<file path="config.mk">
export PLATFORM = sky130hd
export DESIGN_NAME = gmr_ctrl
export DESIGN_NICKNAME = d
export VERILOG_FILES = /design/src/hdl/gmr_pkg.sv /design/src/hdl/gmr_ctrl.sv
export SDC_FILE = /design/constraint.sdc
export NUM_CORES = 1
export LEC_CHECK = 0
export ABC_AREA = 1
export BUFFER_PORTS_ARGS = -buffer_cell sky130_fd_sc_hd__buf_2
export CAP_MARGIN = 25
export CELL_PAD_IN_SITES_DETAIL_PLACEMENT = 1
export CELL_PAD_IN_SITES_GLOBAL_PLACEMENT = 1
export CORE_MARGIN = 1
export CORE_UTILIZATION = 31
export DETAILED_ROUTE_END_ITERATION = 12
export PLACE_DENSITY = 0.78
export SLEW_MARGIN = 10
export SYNTH_ARGS = -nofsm -noshare
export SYNTH_HDL_FRONTEND = slang
export SYNTH_SLANG_ARGS = --single-unit
export TNS_END_PERCENT = 10
</file>
<file path="constraint.sdc">
create_clock -name clk -period 1.35 [get_ports clk]
set_clock_uncertainty 0.05 [all_clocks]
set_input_delay 0.0675 -clock clk [delete_from_list [all_inputs] [get_ports clk]]
set_output_delay 0.0675 -clock clk [all_outputs]
set_load 0.005 [all_outputs]
</file>
<file path="src/hdl/gmr_pkg.sv">
// Shared types and constants for the grid midpoint refiner.
package gmr_pkg;

  localparam logic [1:0] REQ_INSERT = 2'd0;
  localparam logic [1:0] REQ_CLEAR  = 2'd1;
  localparam logic [1:0] REQ_SCAN   = 2'd2;

  localparam logic [2:0] KIND_MID      = 3'd0;
  localparam logic [2:0] KIND_INSERTED = 3'd1;
  localparam logic [2:0] KIND_DUP      = 3'd2;
  localparam logic [2:0] KIND_PFULL    = 3'd3;
  localparam logic [2:0] KIND_SCANNED  = 3'd4;
  localparam logic [2:0] KIND_NOMORE   = 3'd5;
  localparam logic [2:0] KIND_CLEARED  = 3'd6;
  localparam logic [2:0] KIND_MDROP    = 3'd7;

  localparam logic [1:0] TGT_IN  = 2'd0;
  localparam logic [1:0] TGT_NB  = 2'd1;
  localparam logic [1:0] TGT_MID = 2'd2;

  localparam logic [1:0] DIR_ZERO = 2'd0;
  localparam logic [1:0] DIR_POS  = 2'd1;
  localparam logic [1:0] DIR_NEG  = 2'd2;

  localparam int NUM_PROBES = 9;
  localparam logic [3:0] LAST_PROBE = 4'd8;

  localparam logic [1:0] DIR_X [NUM_PROBES] = '{DIR_POS, DIR_ZERO, DIR_ZERO,
    DIR_POS, DIR_POS, DIR_POS, DIR_POS, DIR_ZERO, DIR_ZERO};
  localparam logic [1:0] DIR_Y [NUM_PROBES] = '{DIR_ZERO, DIR_POS, DIR_ZERO,
    DIR_POS, DIR_NEG, DIR_ZERO, DIR_ZERO, DIR_POS, DIR_POS};
  localparam logic [1:0] DIR_Z [NUM_PROBES] = '{DIR_ZERO, DIR_ZERO, DIR_POS,
    DIR_ZERO, DIR_ZERO, DIR_POS, DIR_NEG, DIR_POS, DIR_NEG};

  typedef struct packed {
    logic       latch_in;
    logic       tgt_load;
    logic [1:0] tgt_sel;
    logic       srch_start;
    logic       srch_mid;
    logic       rd_cursor;
    logic       latch_p;
    logic       pt_write;
    logic       mid_write;
    logic       clear;
    logic       emit;
    logic [2:0] emit_kind;
    logic       emit_last;
    logic       emit_mid;
    logic [3:0] probe;
  } gmr_cmd_t;

  typedef struct packed {
    logic srch_done;
    logic srch_found;
    logic scan_end;
    logic pt_full;
    logic mid_full;
    logic out_free;
  } gmr_stat_t;

endpackage

</file>
<file path="src/hdl/gmr_ctrl.sv">
// Sequencing state machine for the grid midpoint refiner.
module gmr_ctrl
  import gmr_pkg::*;
(
  input  logic       clk,
  input  logic       rst,
  input  logic       in_valid,
  input  logic [1:0] req_type,
  output logic       in_stall,
  input  gmr_stat_t  stat,
  output gmr_cmd_t   cmd
);

  localparam logic [3:0] ST_IDLE      = 4'd0;
  localparam logic [3:0] ST_INS_WAIT  = 4'd1;
  localparam logic [3:0] ST_CUR_LATCH = 4'd2;
  localparam logic [3:0] ST_NB        = 4'd3;
  localparam logic [3:0] ST_NB_WAIT   = 4'd4;
  localparam logic [3:0] ST_MP_WAIT   = 4'd5;
  localparam logic [3:0] ST_MM_WAIT   = 4'd6;
  localparam logic [3:0] ST_EMIT      = 4'd7;
  localparam logic [3:0] ST_NEXT      = 4'd8;

  logic [3:0] state, state_next;
  logic [3:0] probe, probe_next;
  logic [2:0] kind, kind_next;
  logic       last, last_next;

  assign in_stall = (state != ST_IDLE);

  always_ff @(posedge clk) begin
    if (rst) begin
      state <= ST_IDLE;
      probe <= '0;
      kind  <= KIND_MID;
      last  <= 1'b0;
    end else begin
      state <= state_next;
      probe <= probe_next;
      kind  <= kind_next;
      last  <= last_next;
    end
  end

  always_comb begin
    state_next = state;
    probe_next = probe;
    kind_next  = kind;
    last_next  = last;
    cmd        = '0;
    cmd.probe  = probe;
    unique case (state)
      ST_IDLE: begin
        if (in_valid) begin
          cmd.latch_in = 1'b1;
          priority case (req_type)
            REQ_INSERT: begin
              cmd.tgt_load   = 1'b1;
              cmd.tgt_sel    = TGT_IN;
              cmd.srch_start = 1'b1;
              state_next     = ST_INS_WAIT;
            end
            REQ_CLEAR: begin
              cmd.clear  = 1'b1;
              kind_next  = KIND_CLEARED;
              last_next  = 1'b1;
              state_next = ST_EMIT;
            end
            REQ_SCAN: begin
              if (stat.scan_end) begin
                kind_next  = KIND_NOMORE;
                last_next  = 1'b1;
                state_next = ST_EMIT;
              end else begin
                cmd.rd_cursor = 1'b1;
                state_next    = ST_CUR_LATCH;
              end
            end
            default: state_next = ST_IDLE;
          endcase
        end
      end
      ST_INS_WAIT: begin
        if (stat.srch_done) begin
          last_next  = 1'b1;
          state_next = ST_EMIT;
          if (stat.srch_found)   kind_next = KIND_DUP;
          else if (stat.pt_full) kind_next = KIND_PFULL;
          else                   kind_next = KIND_INSERTED;
        end
      end
      ST_CUR_LATCH: begin
        cmd.latch_p = 1'b1;
        probe_next  = '0;
        state_next  = ST_NB;
      end
      ST_NB: begin
        cmd.tgt_load   = 1'b1;
        cmd.tgt_sel    = TGT_NB;
        cmd.srch_start = 1'b1;
        state_next     = ST_NB_WAIT;
      end
      ST_NB_WAIT: begin
        if (stat.srch_done) begin
          if (stat.srch_found) begin
            cmd.tgt_load   = 1'b1;
            cmd.tgt_sel    = TGT_MID;
            cmd.srch_start = 1'b1;
            state_next     = ST_MP_WAIT;
          end else begin
            state_next = ST_NEXT;
          end
        end
      end
      ST_MP_WAIT: begin
        if (stat.srch_done) begin
          if (stat.srch_found) begin
            state_next = ST_NEXT;
          end else begin
            cmd.srch_start = 1'b1;
            cmd.srch_mid   = 1'b1;
            state_next     = ST_MM_WAIT;
          end
        end
      end
      ST_MM_WAIT: begin
        if (stat.srch_done) begin
          if (stat.srch_found) begin
            state_next = ST_NEXT;
          end else begin
            kind_next  = stat.mid_full ? KIND_MDROP : KIND_MID;
            last_next  = 1'b0;
            state_next = ST_EMIT;
          end
        end
      end
      ST_EMIT: begin
        if (stat.out_free) begin
          cmd.emit      = 1'b1;
          cmd.emit_kind = kind;
          cmd.emit_last = last;
          cmd.emit_mid  = (kind == KIND_MID) || (kind == KIND_MDROP);
          cmd.mid_write = (kind == KIND_MID);
          cmd.pt_write  = (kind == KIND_INSERTED);
          state_next    = last ? ST_IDLE : ST_NEXT;
        end
      end
      ST_NEXT: begin
        if (probe == LAST_PROBE) begin
          kind_next  = KIND_SCANNED;
          last_next  = 1'b1;
          state_next = ST_EMIT;
        end else begin
          probe_next = probe + 4'd1;
          state_next = ST_NB;
        end
      end
      default: state_next = ST_IDLE;
    endcase
  end

endmodule

</file>
==> summary.md <==
| Metric | Value |
|---|---|
| Synth unique cells | `24` |
| Die X | `61.2 um` |
| RR Endpoint | `state[2]` |
| Placed inst area | `between 1500 and 2000 um2` |
| Initial antenna violation count | `0` |
| R2r worst-path depth | `9` |
| Synth top area share | `0.221` |
| Routed wire per std cell | `roughly 18 um` |
| Pre-CTS setup slack | `-177 ps` |
| EDFF count, synth | `0` |
| Cells after synthesis | `between 150 and 200` |
| Final Power | `3.64 mW` |
| Detail Placement HPWL | `3000 um` |
| Port Buf Inserts | `32` |
| H-tree depth | `1` |
| Hold WS | `77.6 ps` |
| Gp weighted congestion | `0.862` |
| Mapped cell area | `1090 um2` |
| Syn avg cell area | `6.07 um2` |
| Synth top area cells | `dfxtp_1 22%, nand2_1 13%, nor2_1 11%, inv_1 8.6%, ha_1 6.9%` |
| Most frequent cell after synthesis | `nand2_1` |
| Critical path's slowest cell | `dfxtp_4` |
| CTS tree | `done` |
| Antenna Violating Nets Remaining | `0` |
| Core area | `3340 um2` |
| Async SR Flop Fraction | `0` |
| Post-route cell area | `1850 um2` |
| R2R Setup Slk | `-230 ps` |
| Cell Chain, Critical Path | `inv_4 > nor2_2 > nand2_2 > nor3_2 > or2_4 > buf_6` |
| Rows | `21` |
| End-of-flow core utilization | `0.556` |
| Status | `finished, violations left` |
| Synth Flop Type | `dfxtp_1` |
| Fin cells | `301` |
| Worst path required time | `1230 ps` |
| Sequential element share of the synthesized area | `0.221` |
| Worst path max stage delay | `420 ps` |
| Fin crit share | `1.24` |
| Max IR drop VDD | `around 0.95 mV` |
| Sink Count | `12` |
| Drt via density | `5.29` |
| WL final | `5460 um` |
| RSZ-0062 raised after global routing | `yes` |
| Die Ht | `between 60 and 70 um` |
| Initial DRC count | `78` |
| MaxCap Viol Count | `0` |
| Actual slew at the worst max-slew pin | `~360 ps` |
| Crit start category | `flop` |
| CTS Buf Count | `3` |
| Crit path max fanout | `5` |
| Initial Util | `0.326` |
| Setup-failing EPs final | `28` |
| Clock root buffer master | `clkbuf_4` |
| Hold Path Stages | `5` |
| Vias in the first global route | `1448` |
| CTS clk-pin slew, worst paths | `80 ps` |
| P&R area growth vs syn | `70.5%` |
| Fillcell total | `453` |
| Fmax | `597 MHz` |
| Fin. max-slew vios | `0` |
| Overflow left after global routing | `0` |
| Drc violations | `0` |
| First-pass GRT wire length | `6560 um` |
| Synthesis warning total | `0` |
| Final min period | `1670 ps` |
| R2R Path Start | `state[3]` |
| Violated checks | `negative setup slack` |
| Crit-path leading delay family | `simple AND/OR/NAND/NOR gates` |
| WP buf/inv | `2` |
| Hold crit path type | `input pin to flop` |
| Worst setup margin | `-324 ps` |
| Seq cells post-synth | `12` |
| CP Capture Type | `output port` |
| Slew HR | `0.762` |
| Setup_tns | `-5000 ps` |
| Largest net degree at the start of global routing | `9` |
| Placed Cells incl. Taps | `between 200 and 300` |
| Clock buffer depth | `2` |
| First-pass DRT Iterations | `4` |
| Hold path start | `stat[2]` |
| Share of post-route cells with drive strength above 1 | `0.498` |
| Commonest cells in the netlist | `38 x nand2_1, 32 x nor2_1, 25 x inv_1` |
| Nets | `274` |
| Sink of the worst hold path | `kind[1]` |
| Tot GR Track Use | `0.249` |
| Worst EP arrival | `1560 ps` |
| Clk Latency, worst-skew pair | `310 ps` |
| PwrDens | `about 2000 nW/um2` |
| Antenna cells | `0` |
| Die Area | `between 3000 and 4000 um2` |
| Final Hold Fails | `0` |
| WS Path Type | `flop to output port` |
| Static leakage | `approximately 0.99 nW` |
| Routed via count | `1592` |
| Leading area contributor after synthesis | `dfxtp_1` |
| Syn nets | `196` |
| Boundary pin count | `33` |
==> worst reg2reg max path, delay by kind of cell, from the launching register on <==
kind / cells / cell delay [ps]
DFF: 1 / 370
buffers and inverters: 2 / 290
and+or+nand+nor: 5 / 500
AOI/OAI and AO/OA: 2 / 310
==> registers in the layout, indices dropped and copies added, names as in the netlist <==
| name | count |
|---|---|
| state | 4 |
| probe | 4 |
| last | 1 |
| kind | 3 |
==> per-layer routing <==
layer | global-route usage | part of all wire | vias to the layer above
met2 | 0.433 | 0.50 | 72
met1 | 0.265 | 0.40 | 768
met5 | 0 | 0 | -
li1 | - | - | 731
met3 | 0.0609 | 0.051 | 21
met4 | 0.169 | 0.044 | 0
==> kinds of logic after synthesis <==
family / after synthesis / share of synthesized area
buffers and inverters: 27 / 0.0932
flip-flops: 12 / 0.221
AO/OA/AOI/OAI: 22 / 0.113
AND/OR/NAND/NOR: 112 / 0.504
adder cells (fa/ha/maj): 6 / 0.0690
==> repair_timing <==
item	4_1_cts	5_1_grt
resized for setup	30	32
hold buffers	1	0
pin swaps	9	15
buffers inserted	5	7
endpoints found under the hold margin	4	0
setup endpoints to repair	30	29
==> cells in the final DEF (no fill, tap or decap), types with 7 or more instances in the layout <==
cell | Yosys | final
inv_1 | 25 | 22
nand2_1 | 38 | 26
nand3_1 | 15 | 11
nor2_4 | 4 | 9
a21oi_1 | 7 | 7
nand2_4 | 3 | 7
buf_6 | 0 | 11
buf_4 | 0 | 32
nand2_2 | 4 | 12
o21ai_0 | 10 | 9
nor2_1 | 32 | 24
buf_2 | 0 | 29
dfxtp_1 | 12 | 8
==> power by group <==
group / total [mW] / switching (mW) / internal (mW)
clock: 0.247 / 0.143 / 0.104
sequential: 0.662 / 0.162 / 0.501
combinational: 2.73 / 1.56 / 1.17
total: 3.64 / 1.86 / 1.77
==> worst max path at each step <==
stage / start / to / cells past startpoint
after detailed placement: state[1] / kind[0] / 9
after CTS: state[3] / cmd[4] / 6
after floorplan: state[1] / kind[2] / 9
after global routing: state[0] / cmd[16] / 6
final: state[0] / cmd[16] / 6
after global placement: state[1] / kind[1] / 9
==> cell type report <==
| class | instances | area (um2) | area share |
|---|---|---|---|
| multi-input cells | 140 | 891 | 0.480 |
| clock buffers | 3 | 22.5 | 0.0121 |
| well taps | 46 | 57.6 | 0.0310 |
| inverters | 27 | 109 | 0.0587 |
| flip-flops and latches | 12 | 255 | 0.138 |
| repair buffers | 73 | 519 | 0.280 |
Power figures use the tool's default switching activity.
